File: config.mk
export PLATFORM = sky130hd
export DESIGN_NAME = led_bar_countdown_timer_flat
export DESIGN_NICKNAME = d
export VERILOG_FILES = /design/src/hdl/lbct_pkg.sv /design/src/hdl/lbct_channels.sv /design/src/hdl/led_bar_countdown_timer.sv /design/src/flat_wrapper.sv
export SDC_FILE = /design/constraint.sdc
export NUM_CORES = 1
export LEC_CHECK = 0
export BUFFER_PORTS_ARGS = -buffer_cell sky130_fd_sc_hd__buf_2
export CAP_MARGIN = 20
export CORE_ASPECT_RATIO = 1.4
export CORE_UTILIZATION = 30
export DETAILED_ROUTE_END_ITERATION = 10
export PLACE_DENSITY = 0.47
export SYNTH_ARGS = -nofsm -noshare
export SYNTH_HDL_FRONTEND = slang
export SYNTH_SLANG_ARGS = --single-unit
File: constraint.sdc
create_clock -name clk -period 7.3 [get_ports clk]
set_input_delay 0.365 -clock clk [delete_from_list [all_inputs] [get_ports clk]]
set_output_delay 0.365 -clock clk [all_outputs]
set_load 0.02 [all_outputs]
File: src/hdl/lbct_pkg.sv
// Types, constants and next-state helpers of the LED bar countdown timer
package lbct_pkg;

	localparam logic [4:0] ANIM_FRAMES = 5'd30;
	localparam logic [7:0] LAST_LED_RESET = 8'd59;
	localparam logic [6:0] RUN_LEN_RESET = 7'd16;
	localparam logic [6:0] TICK_MAX = 7'd127;
	localparam logic [7:0] LEVEL_ON = 8'hFF;
	localparam int PADDR_W = 3;

	localparam logic [7:0] CH_G = 8'h47;
	localparam logic [7:0] CH_S = 8'h53;
	localparam logic [7:0] CH_0 = 8'h30;
	localparam logic [7:0] CH_1 = 8'h31;
	localparam logic [7:0] CH_2 = 8'h32;
	localparam logic [7:0] CH_3 = 8'h33;
	localparam logic [7:0] CH_4 = 8'h34;
	localparam logic [7:0] CH_5 = 8'h35;
	localparam logic [7:0] CH_6 = 8'h36;
	localparam logic [7:0] CH_7 = 8'h37;
	localparam logic [7:0] CH_8 = 8'h38;

	typedef enum logic [1:0] {
		CMD_BYTE  = 2'd0,
		CMD_TICK  = 2'd1,
		CMD_FRAME = 2'd2,
		CMD_PIXEL = 2'd3
	} cmd_t;

	typedef enum logic [1:0] {
		MODE_IDLE    = 2'd0,
		MODE_COUNT   = 2'd1,
		MODE_START   = 2'd2,
		MODE_STOP    = 2'd3
	} mode_t;

	typedef enum logic [2:0] {
		DISP_DARK     = 3'd0,
		DISP_RUN      = 3'd1,
		DISP_PRESTART = 3'd2,
		DISP_PRESTOP  = 3'd3,
		DISP_ALLRED   = 3'd4
	} disp_t;

	typedef enum logic [0:0] {
		REG_LAST_LED = 1'b0
	} reg_idx_t;

	typedef struct packed {
		mode_t       mode;
		disp_t       disp;
		logic [7:0]  offset;
		logic [4:0]  anim;
		logic [6:0]  tick;
		logic [6:0]  len;
		logic [7:0]  held;
		logic        held_vld;
	} st_t;

	typedef struct packed {
		st_t  st;
		logic changed;
	} act_t;

	typedef struct packed {
		logic [7:0] red;
		logic [7:0] green;
		logic [7:0] blue;
		logic       frame_changed;
		logic [1:0] run_mode;
		logic [7:0] position;
	} result_t;

	function automatic act_t act_on_byte(st_t s, logic [7:0] b);
		act_t a;
		a.st = s;
		a.changed = 1'b0;
		unique case (b)
			CH_G: begin
				a.st.mode = MODE_START;
				a.st.anim = ANIM_FRAMES;
				a.st.disp = DISP_PRESTART;
				a.changed = 1'b1;
			end
			CH_S: begin
				a.st.mode = MODE_STOP;
				a.st.anim = ANIM_FRAMES;
				a.st.disp = DISP_PRESTOP;
				a.changed = 1'b1;
			end
			CH_0: begin
				a.st.mode = MODE_IDLE;
				a.st.disp = DISP_DARK;
				a.changed = 1'b1;
			end
			CH_1: a.st.len = 7'd4;
			CH_2: a.st.len = 7'd8;
			CH_3: a.st.len = 7'd12;
			CH_4: a.st.len = 7'd16;
			CH_5: a.st.len = 7'd24;
			CH_6: a.st.len = 7'd32;
			CH_7: a.st.len = 7'd48;
			CH_8: a.st.len = 7'd64;
			default: a.changed = 1'b0;
		endcase
		return a;
	endfunction

endpackage

File: src/hdl/lbct_channels.sv
// Valid/ready channel interfaces for timer events and results
interface lbct_req_if;
	logic       valid;
	logic       ready;
	logic [1:0] command;
	logic [7:0] data_byte;
	logic [7:0] pixel_index;

	modport source (output valid, input ready, output command, output data_byte,
		output pixel_index);
	modport sink (input valid, output ready, input command, input data_byte,
		input pixel_index);
endinterface

interface lbct_rsp_if;
	logic       valid;
	logic       ready;
	logic [7:0] red;
	logic [7:0] green;
	logic [7:0] blue;
	logic       frame_changed;
	logic [1:0] run_mode;
	logic [7:0] position;

	modport source (output valid, input ready, output red, output green, output blue,
		output frame_changed, output run_mode, output position);
	modport sink (input valid, output ready, input red, input green, input blue,
		input frame_changed, input run_mode, input position);
endinterface

File: src/hdl/led_bar_countdown_timer.sv
// Top level of the LED bar countdown timer: event decode, timer state and pixel colour
// An accepted event's result is in the output register in the cycle after it is accepted.
// Throughput: one event per cycle; the output register takes a new result in the
// cycle its current one is taken, so req.ready only drops while rsp is stalled.
// Reset (arst_n low, asynchronous): stopped, dark, offset 0, run length 16 ticks,
// no held byte, last LED index 59, output empty.
module led_bar_countdown_timer (
	input  logic                            clk,
	input  logic                            arst_n,
	lbct_req_if.sink                        req,
	lbct_rsp_if.source                      rsp,
	input  logic                            psel,
	input  logic                            penable,
	input  logic                            pwrite,
	input  logic [lbct_pkg::PADDR_W-1:0]    paddr,
	input  logic [31:0]                     pwdata,
	output logic [31:0]                     prdata,
	output logic                            pready
);

	lbct_pkg::st_t     state_q;
	lbct_pkg::st_t     state_n;
	lbct_pkg::result_t rsp_q;
	lbct_pkg::result_t res_n;
	lbct_pkg::act_t    act;
	lbct_pkg::cmd_t    cmd;
	logic [7:0]        last_led_q;
	logic              rsp_vld_q;
	logic              accept;
	logic              take;
	logic              changed;
	logic [6:0]        tick_inc;
	logic [7:0]        off_inc;
	logic [4:0]        anim_dec;
	logic [7:0]        pix_o;
	logic [7:0]        pix_m;
	logic              reg_sel;

	// configuration port
	assign pready  = 1'b1;
	assign reg_sel = (lbct_pkg::reg_idx_t'(paddr[lbct_pkg::PADDR_W-1])
		== lbct_pkg::REG_LAST_LED);
	assign prdata  = reg_sel ? {24'd0, last_led_q} : 32'd0;

	always_ff @(posedge clk or negedge arst_n) begin
		if (!arst_n) begin
			last_led_q <= lbct_pkg::LAST_LED_RESET;
		end else if (psel && penable && pwrite && reg_sel) begin
			last_led_q <= pwdata[7:0];
		end
	end

	// handshake
	assign take      = !rsp_vld_q || rsp.ready;
	assign req.ready = take;
	assign accept    = req.valid && take;
	assign cmd       = lbct_pkg::cmd_t'(req.command);

	assign tick_inc = (state_q.tick == lbct_pkg::TICK_MAX) ? state_q.tick
		: state_q.tick + 7'd1;
	assign off_inc  = state_q.offset + 8'd1;
	assign anim_dec = (state_q.anim != 5'd0) ? state_q.anim - 5'd1 : 5'd0;

	always_comb begin
		state_n = state_q;
		changed = 1'b0;
		act     = '0;
		unique case (cmd)
			lbct_pkg::CMD_BYTE: begin
				if (state_q.mode == lbct_pkg::MODE_START
					|| state_q.mode == lbct_pkg::MODE_STOP) begin
					state_n.held     = req.data_byte;
					state_n.held_vld = 1'b1;
				end else begin
					act     = lbct_pkg::act_on_byte(state_q, req.data_byte);
					state_n = act.st;
					changed = act.changed;
				end
			end
			lbct_pkg::CMD_TICK: begin
				if (state_q.mode == lbct_pkg::MODE_COUNT) begin
					state_n.tick = tick_inc;
					if (tick_inc >= state_q.len) begin
						state_n.offset = off_inc;
						changed        = 1'b1;
						if (off_inc > {1'b0, last_led_q[7:1]}) begin
							state_n.mode = lbct_pkg::MODE_STOP;
							state_n.anim = lbct_pkg::ANIM_FRAMES;
							state_n.disp = lbct_pkg::DISP_PRESTOP;
						end else begin
							state_n.disp = lbct_pkg::DISP_RUN;
							state_n.tick = 7'd0;
						end
					end
				end
			end
			lbct_pkg::CMD_FRAME: begin
				if (state_q.mode == lbct_pkg::MODE_START
					|| state_q.mode == lbct_pkg::MODE_STOP) begin
					state_n.anim = anim_dec;
					changed      = 1'b1;
					if (anim_dec == 5'd0) begin
						if (state_q.mode == lbct_pkg::MODE_START) begin
							state_n.mode     = lbct_pkg::MODE_COUNT;
							state_n.offset   = 8'd0;
							state_n.tick     = 7'd0;
							state_n.disp     = lbct_pkg::DISP_RUN;
							state_n.held_vld = 1'b0;
						end else begin
							state_n.mode     = lbct_pkg::MODE_IDLE;
							state_n.disp     = lbct_pkg::DISP_ALLRED;
							state_n.held_vld = 1'b0;
							// replay the byte that arrived during the animation
							if (state_q.held_vld) begin
								act     = lbct_pkg::act_on_byte(state_n, state_q.held);
								state_n = act.st;
							end
						end
					end
				end
			end
			lbct_pkg::CMD_PIXEL: begin
				state_n = state_q;
			end
		endcase
	end

	// pixel colour from the current state
	assign pix_o = (state_q.disp == lbct_pkg::DISP_RUN) ? state_q.offset
		: {3'd0, state_q.anim};
	assign pix_m = last_led_q - pix_o;

	always_comb begin
		res_n       = '0;
		if (cmd == lbct_pkg::CMD_PIXEL && req.pixel_index <= last_led_q) begin
			if (state_q.disp == lbct_pkg::DISP_ALLRED) begin
				res_n.red = lbct_pkg::LEVEL_ON;
			end else if (pix_o <= last_led_q) begin
				unique case (state_q.disp)
					lbct_pkg::DISP_RUN: begin
						if (req.pixel_index == pix_o || req.pixel_index == pix_m) begin
							res_n.red   = lbct_pkg::LEVEL_ON;
							res_n.green = lbct_pkg::LEVEL_ON;
						end else if (req.pixel_index > pix_o && req.pixel_index < pix_m) begin
							res_n.green = lbct_pkg::LEVEL_ON;
						end
					end
					lbct_pkg::DISP_PRESTART: begin
						if (req.pixel_index == pix_o || req.pixel_index == pix_m) begin
							res_n.blue = lbct_pkg::LEVEL_ON;
						end
					end
					lbct_pkg::DISP_PRESTOP: begin
						if (req.pixel_index >= pix_o && req.pixel_index <= pix_m) begin
							res_n.red = lbct_pkg::LEVEL_ON;
						end
					end
					default: res_n.red = 8'd0;
				endcase
			end
		end
		res_n.frame_changed = changed;
		res_n.run_mode      = state_n.mode;
		res_n.position      = (state_n.mode == lbct_pkg::MODE_START
			|| state_n.mode == lbct_pkg::MODE_STOP) ? {3'd0, state_n.anim} : state_n.offset;
	end

	always_ff @(posedge clk or negedge arst_n) begin
		if (!arst_n) begin
			state_q <= '{mode: lbct_pkg::MODE_IDLE, disp: lbct_pkg::DISP_DARK,
				offset: 8'd0, anim: 5'd0, tick: 7'd0, len: lbct_pkg::RUN_LEN_RESET,
				held: 8'd0, held_vld: 1'b0};
			rsp_vld_q <= 1'b0;
		end else begin
			if (accept) begin
				state_q <= state_n;
			end
			if (take) begin
				rsp_vld_q <= accept;
			end
		end
	end

	always_ff @(posedge clk) begin
		if (accept) begin
			rsp_q <= res_n;
		end
	end

	assign rsp.valid         = rsp_vld_q;
	assign rsp.red           = rsp_q.red;
	assign rsp.green         = rsp_q.green;
	assign rsp.blue          = rsp_q.blue;
	assign rsp.frame_changed = rsp_q.frame_changed;
	assign rsp.run_mode      = rsp_q.run_mode;
	assign rsp.position      = rsp_q.position;

endmodule

File: src/flat_wrapper.sv
// flat-port wrapper written by rule: the top's interface ports become plain ports
module led_bar_countdown_timer_flat 
  (clk, arst_n, psel, penable, pwrite, paddr, pwdata, prdata, pready, req_valid, req_ready, req_command, req_data_byte, req_pixel_index, rsp_valid, rsp_ready, rsp_red, rsp_green, rsp_blue, rsp_frame_changed, rsp_run_mode, rsp_position);
  lbct_req_if req_i ();
  lbct_rsp_if rsp_i ();
  input  logic clk;
  input  logic arst_n;
  input  logic psel;
  input  logic penable;
  input  logic pwrite;
  input  logic [lbct_pkg::PADDR_W-1:0] paddr;
  input  logic [31:0] pwdata;
  output logic [31:0] prdata;
  output logic pready;
  input wire logic [$bits(req_i.valid)-1:0] req_valid;
  output wire logic [$bits(req_i.ready)-1:0] req_ready;
  input wire logic [$bits(req_i.command)-1:0] req_command;
  input wire logic [$bits(req_i.data_byte)-1:0] req_data_byte;
  input wire logic [$bits(req_i.pixel_index)-1:0] req_pixel_index;
  output wire logic [$bits(rsp_i.valid)-1:0] rsp_valid;
  input wire logic [$bits(rsp_i.ready)-1:0] rsp_ready;
  output wire logic [$bits(rsp_i.red)-1:0] rsp_red;
  output wire logic [$bits(rsp_i.green)-1:0] rsp_green;
  output wire logic [$bits(rsp_i.blue)-1:0] rsp_blue;
  output wire logic [$bits(rsp_i.frame_changed)-1:0] rsp_frame_changed;
  output wire logic [$bits(rsp_i.run_mode)-1:0] rsp_run_mode;
  output wire logic [$bits(rsp_i.position)-1:0] rsp_position;
  assign req_i.valid = req_valid;
  assign req_ready = req_i.ready;
  assign req_i.command = req_command;
  assign req_i.data_byte = req_data_byte;
  assign req_i.pixel_index = req_pixel_index;
  assign rsp_valid = rsp_i.valid;
  assign rsp_i.ready = rsp_ready;
  assign rsp_red = rsp_i.red;
  assign rsp_green = rsp_i.green;
  assign rsp_blue = rsp_i.blue;
  assign rsp_frame_changed = rsp_i.frame_changed;
  assign rsp_run_mode = rsp_i.run_mode;
  assign rsp_position = rsp_i.position;
  led_bar_countdown_timer u_core (.clk(clk), .arst_n(arst_n), .req(req_i), .rsp(rsp_i), .psel(psel), .penable(penable), .pwrite(pwrite), .paddr(paddr), .pwdata(pwdata), .prdata(prdata), .pready(pready));
endmodule
After elaboration in Yosys (flattened, before gate mapping)
Index checks and enable logic that the tools add are counted.
{ "word_totals": {"latch_bits": 0, "mem_count": 0, "ram_bits": 0, "ff_bits": 85, "word_cells": 156, "inputBits": 60, "rom_bits": 0} }
{ "op_classes": {"n_eq_ne": 49, "reduce_logical": 26, "n_bitwise": 8, "order_cmp": 8, "n_mul": 0, "div_mod_pow": 0, "shifts": 0, "add_sub_neg": 4, "n_mux": 44} }
{ "op_table": {"columns": ["operator", "count"], "rows": [
  ["$eq 8x6->1 const B", 18],
  ["$mux 41", 3],
  ["$pmux 7 s8", 2],
  ["$pmux 25 s4", 1],
  ["$mux 8", 9],
  ["$mux 25", 2],
  ["$eq 8x7->1 const B", 4],
  ["$mux 32", 1],
  ["$pmux 16 s2", 1],
  ["$mux 5", 6],
  ["$pmux 5 s3", 2],
  ["$le 8x8->1", 3],
  ["$mux 24", 1],
  ["$mux 7", 3],
  ["$ne 9x9->1 const B", 2],
  ["$eq 8x8->1", 2],
  ["$pmux 8 s2", 1],
  ["$mux 15", 1],
  ["$ne 2x1->1 const B", 7],
  ["$mux 13", 1],
  ["$eq 2x2->1 const B", 6],
  ["$mux 9", 1],
  ["$reduce_and 9->1", 1],
  ["$add 8x1->8 const B", 1],
  ["33 further kinds", 60]
]} }

Longest topological paths before layout
{ "logic_depth": {"depth_word": 11, "ltp_mapped": 20, "mapped_depth_nobuf": 18} }

Worst setup path after synthesis
OpenSTA, ideal clock, no wires.
{ "synth_timing": {"path_type": "register -> register", "start": "register u_core.state_q[37] (netlist bit)", "end": "register u_core.rsp_q, in the netlist u_core.rsp.red[6], data pin", "arrival_time_ns": 3.463, "required_ns": 7.120, "n_path_buf": 1, "path_stages_with_launch": 18, "setup_time_ns": 0.180, "setup_slack_ns": 3.658, "path_cell_list": "dfrtp_1 > buf_6 > or3b_4 > a21oi_1 > xnor2_1 > ha_1 > o221ai_1 > nand3_1 > a21o_1 > a21oi_1 > xor2_1 > ha_1 > a21oi_1 > nand2_1 > a211oi_1 > nand2_1 > o211a_1 > o41ai_2"} }
{ "synth_via": {"elab_chain_cells": 9, "word_cells_on_any_way": 17} }
{ "synth_rtl": {"columns": ["element", "line", "source"], "rows": [
  ["start, declared", "led_bar_countdown_timer.sv:21", "lbct_pkg::st_t state_q;"],
  ["start signal, assigned", "led_bar_countdown_timer.sv:170", "state_q <= '{mode: lbct_pkg::MODE_IDLE, disp: lbct_pkg::DISP_DARK,"],
  ["start signal, assigned", "led_bar_countdown_timer.sv:176", "state_q <= state_n;"],
  ["$eq 3x1->1", "led_bar_countdown_timer.sv:129, led_bar_countdown_timer.sv:139", null],
  ["$mux 8", "led_bar_countdown_timer.sv:129", "assign pix_o = (state_q.disp == lbct_pkg::DISP_RUN) ? state_q.offset"],
  ["$sub 8x8->8", "led_bar_countdown_timer.sv:131", "assign pix_m = last_led_q - pix_o;"],
  ["$le 8x8->1 or $eq 8x8->1 (tied branches)", "led_bar_countdown_timer.sv:154, led_bar_countdown_timer.sv:141", null],
  ["$logic_and 1x1->1 or $logic_or 1x1->1 (tied branches)", "led_bar_countdown_timer.sv:154, led_bar_countdown_timer.sv:141", null],
  ["$mux 8 (on tied branches)", "led_bar_countdown_timer.sv:154, led_bar_countdown_timer.sv:141", null],
  ["$pmux 8 s2", "led_bar_countdown_timer.sv:139", "unique case (state_q.disp)"],
  ["$mux 24", "led_bar_countdown_timer.sv:138", "end else if (pix_o <= last_led_q) begin"],
  ["$mux 8 *", "led_bar_countdown_timer.sv:136", "if (state_q.disp == lbct_pkg::DISP_ALLRED) begin"],
  ["end signal, assigned", "led_bar_countdown_timer.sv:186", "rsp_q <= res_n;"],
  ["end, declared", "led_bar_countdown_timer.sv:23", "lbct_pkg::result_t rsp_q;"]
]} }
Mark *: on every way between the ends. The rest lies on a longest branch, timed or not.
A chain may end at the register's enable or synchronous reset.

Final worst setup path
Ends and elaborated chain as after synthesis.

==> results.sh <==
export IMPL_outcome="finished, final reports clean"
export IMPL_root_buffer="clkbuf_16"
export IMPL_routed_via_density=5.140
export IMPL_grt_pass1_wl_um=23480
export IMPL_clockBufferDepth=2
export IMPL_ys_top_cells_by_area="dfrtp_1, ha_1, edfxtp_1"
export IMPL_cts_hold_buffers=0
export IMPL_utilization_pct=34.44
export IMPL_antenna_found_initial=0
export IMPL_placementRows=57
export IMPL_ios=130
export IMPL_finalNonFillerCells=904
export IMPL_core_area_um2=17540
export IMPL_cts_sinks=62
export IMPL_setup_violations=0
export IMPL_htree_num_levels=3
export IMPL_path_cells="nor3b_4, nand2_1, o21ai_0, ha_1, inv_1, maj3_1, a2bb2o_4, nand2_1, and4_1, nor3_1, ha_1, nand4_1, a21oi_1, a211oi_1, nand2_1, o211a_1, o41ai_2"
export IMPL_layout_drive_gt1_share_pct=20.81
export IMPL_netlist_area_leader_share_pct=19.31
export IMPL_vias=4647
export IMPL_hold_path_class="in2async"
export IMPL_ir_drop_v=0.00009318
export IMPL_overflow=0
export IMPL_path_common_cell="nand2_1"
export IMPL_multi_input_area_um2=3297
export IMPL_slew_headroom_pct=35.03
export IMPL_path_clk_slew_ns=0.06
export IMPL_rsz0062_at_grt="no"
export IMPL_drt_iter0_drc=204
export IMPL_die_h_um=161.4
export IMPL_numCtsBuffers=9
export IMPL_initial_core_util_pct=31.03
export IMPL_register_area_um2=1629
export IMPL_slowest_delay_ns=0.61
export IMPL_firstDrtPassIters=4
export IMPL_synth_most_common_cell="nand2_1"
export IMPL_crit_fanout=13
export IMPL_slew_violations=0
export IMPL_synth_edf_count=14
export IMPL_ys_flop_type="dfrtp_1"
export IMPL_finClkSkew_ns=0.009323
export IMPL_worstRegToRegCells=17
export IMPL_end_kind="flip-flop"
export IMPL_syn2layout_area_growth_pct=10.99
export IMPL_avgSynthCellArea_um2=8.795
export IMPL_hpwlAfterDp_um=11820
export IMPL_critPathLaunchType="flip-flop"
export IMPL_first_global_vias=4573
export IMPL_fmax_mhz=227.9
export IMPL_synthArstFlopShare_pct=77.42
export IMPL_cts_setup_buffers=0
export IMPL_cts_tree="built"
export IMPL_tightest_slew_ns=0.9735
export IMPL_ys_warn_count=0
export IMPL_leakagePower_nw=2.724
export IMPL_fin_nets=765
export IMPL_drv_cap=0
export IMPL_setup_tns_ns=0
export IMPL_cp_top_family="simple AND/OR/NAND/NOR gates"
export IMPL_port_buffers=78
export IMPL_slowest_stage="nor3b_4"
export IMPL_cp_depth=17
export IMPL_synth_cells=619
export IMPL_path_class="reg2reg"
export IMPL_fillers=1886
export IMPL_synthTopCellsByCount="nand2_1, buf_4, dfrtp_1, ha_1, nor2_1"
export IMPL_drt_wirelength_per_cell_um=16.62
export IMPL_die_area_um2=18700
export IMPL_yosys_cell_types_count=83
export IMPL_dp_cells=888
export IMPL_cts_resized=0
export IMPL_syn_area_um2=5444
export IMPL_grt_total_usage_pct=16.64
export IMPL_cp_required_ns=7.46
export IMPL_fin_crit_sh_pct=60.10
export IMPL_finalHoldViolations=0
export IMPL_wirelength_um=15030
export IMPL_place_congestion=0.8652
export IMPL_grt_max_degree=49
export IMPL_yosysSeqAreaShare_pct=29.92
export IMPL_drc_errors=0
export IMPL_finalCriticalPeriod_ns=4.387
export IMPL_ys_seq_elements=62
export IMPL_cp_arrival_ns=4.55
export IMPL_diodes=0
export IMPL_p_per_area_nw_per_um2=209.3
export IMPL_path_buf_inv=1
export IMPL_die_w_um=115.9
export IMPL_ant_nets=0
export IMPL_yosysTopAreaCell="dfrtp_1"
export IMPL_clock_latency_ns=0.34
worst paths after layout:
| path | start | endpoint | slack, ns |
|---|---|---|---|
| max | u_core.state_q[37] | u_core.rsp.red[6] | 2.91 |
| min in group clk | req_valid | u_core.rsp.valid | 0.23 |
| min reg2reg | u_core.state_q[16] | u_core.state_q[16] | 0.52 |
| min | arst_n | u_core.state_q[21] | 0.13 |
| max reg2reg | u_core.state_q[37] | u_core.rsp.red[6] | 2.91 |
| max in group asynchronous | arst_n | u_core.state_q[1] | 6.69 |
layout by cell type (no fill, tap or decap), drive strengths merged, types with 3 or more instances in the layout:
master and n:
buf 81, clkbuf 11, and3 8, a311oi 3
ha 42, nor2 38, xor2 9, inv 33
o31ai 10, dfrtp 42, dfstp 6, a22o 10
a2111oi 3, edfxtp 14, nand4 11, nand2 69
nand3 19, o22ai 4, nand2b 10, a211oi 6
a21oi 26, o21a 3, mux2 17, or3 5
nor4 8, clkinv 3, a21o 8, conb 25
nor2b 9, a31oi 4, o211ai 7, nor4b 3
and4 3, o21ai 32, xnor2 16, and2 6
nor3 13, mux2i 12
power breakdown:
group / switching, mW / internal (mW)
Combinational: 0.243 / 0.169
Clock: 0.158 / 0.262
Sequential: 0.0443 / 0.388
worst reg2reg max path: stages, from the launching register on:
cell	delay, ns
dfrtp_1	0.48
nor3b_4	0.61
nand2_1	0.10
o21ai_0	0.19
ha_1	0.22
inv_1	0.05
maj3_1	0.38
a2bb2o_4	0.21
nand2_1	0.08
and4_1	0.21
nor3_1	0.25
ha_1	0.29
nand4_1	0.13
a21oi_1	0.06
a211oi_1	0.41
nand2_1	0.10
o211a_1	0.16
o41ai_2	0.27
layout make-up:
class	instances	area share, %
tap	236	4.887
clock buffer	11	3.852
inverter	33	2.050
sequential	62	26.96
multi-input combinational	476	54.57
clock inverter	5	0.8490
timing repair buffer	81	6.834
flip-flops by register name, indices dropped and copies added (netlist names):
name                      cells
u_core.rsp.blue               1
u_core.rsp.green              1
u_core.rsp.red                1
u_core.rsp.position           8
u_core.rsp.frame_changed      1
u_core.rsp.valid              1
u_core.rsp.run_mode           2
u_core.last_led_q             8
u_core.state_q               39
metal layers:
layer / vias up / GRT usage, % / wire length [um]
li1: 2248 / - / -
met1: 2232 / 17.86 / 5846
met2: 133 / 30.79 / 8129
met3: 34 / 2.664 / 482
met4: 0 / 8.333 / 569
met5: - / 0 / 0
cells by family (layout without fill, tap and decap cells):
family | Yosys count | in the layout | share of synthesized area [%]
AND/OR/NAND/NOR | 216 | 216 | 21.05
AO/OA/AOI/OAI | 137 | 137 | 17.95
buffers and inverters | 104 | 130 | 11.10
flip-flops | 62 | 62 | 29.92
adder cells (fa/ha/maj) | 44 | 44 | 10.02
multiplexers | 29 | 29 | 5.792
XOR/XNOR | 25 | 25 | 4.022
other | 2 | 25 | 0.1380
through the flow:
step,cell area [um2],worst slack [ns],power [mW],hold WS (ns)
final,6042,2.913,1.265,0.1306
after global routing,6042,2.494,1.354,0.1858
after CTS,6042,2.838,1.282,0.1575
after detailed placement,5758,2.849,0.8529,0.5086
after global placement,5758,2.933,0.8425,0.4988
after floorplan,5530,3.658,0.7541,0.06941
No activity file was read; power rests on OpenSTA's default activity.
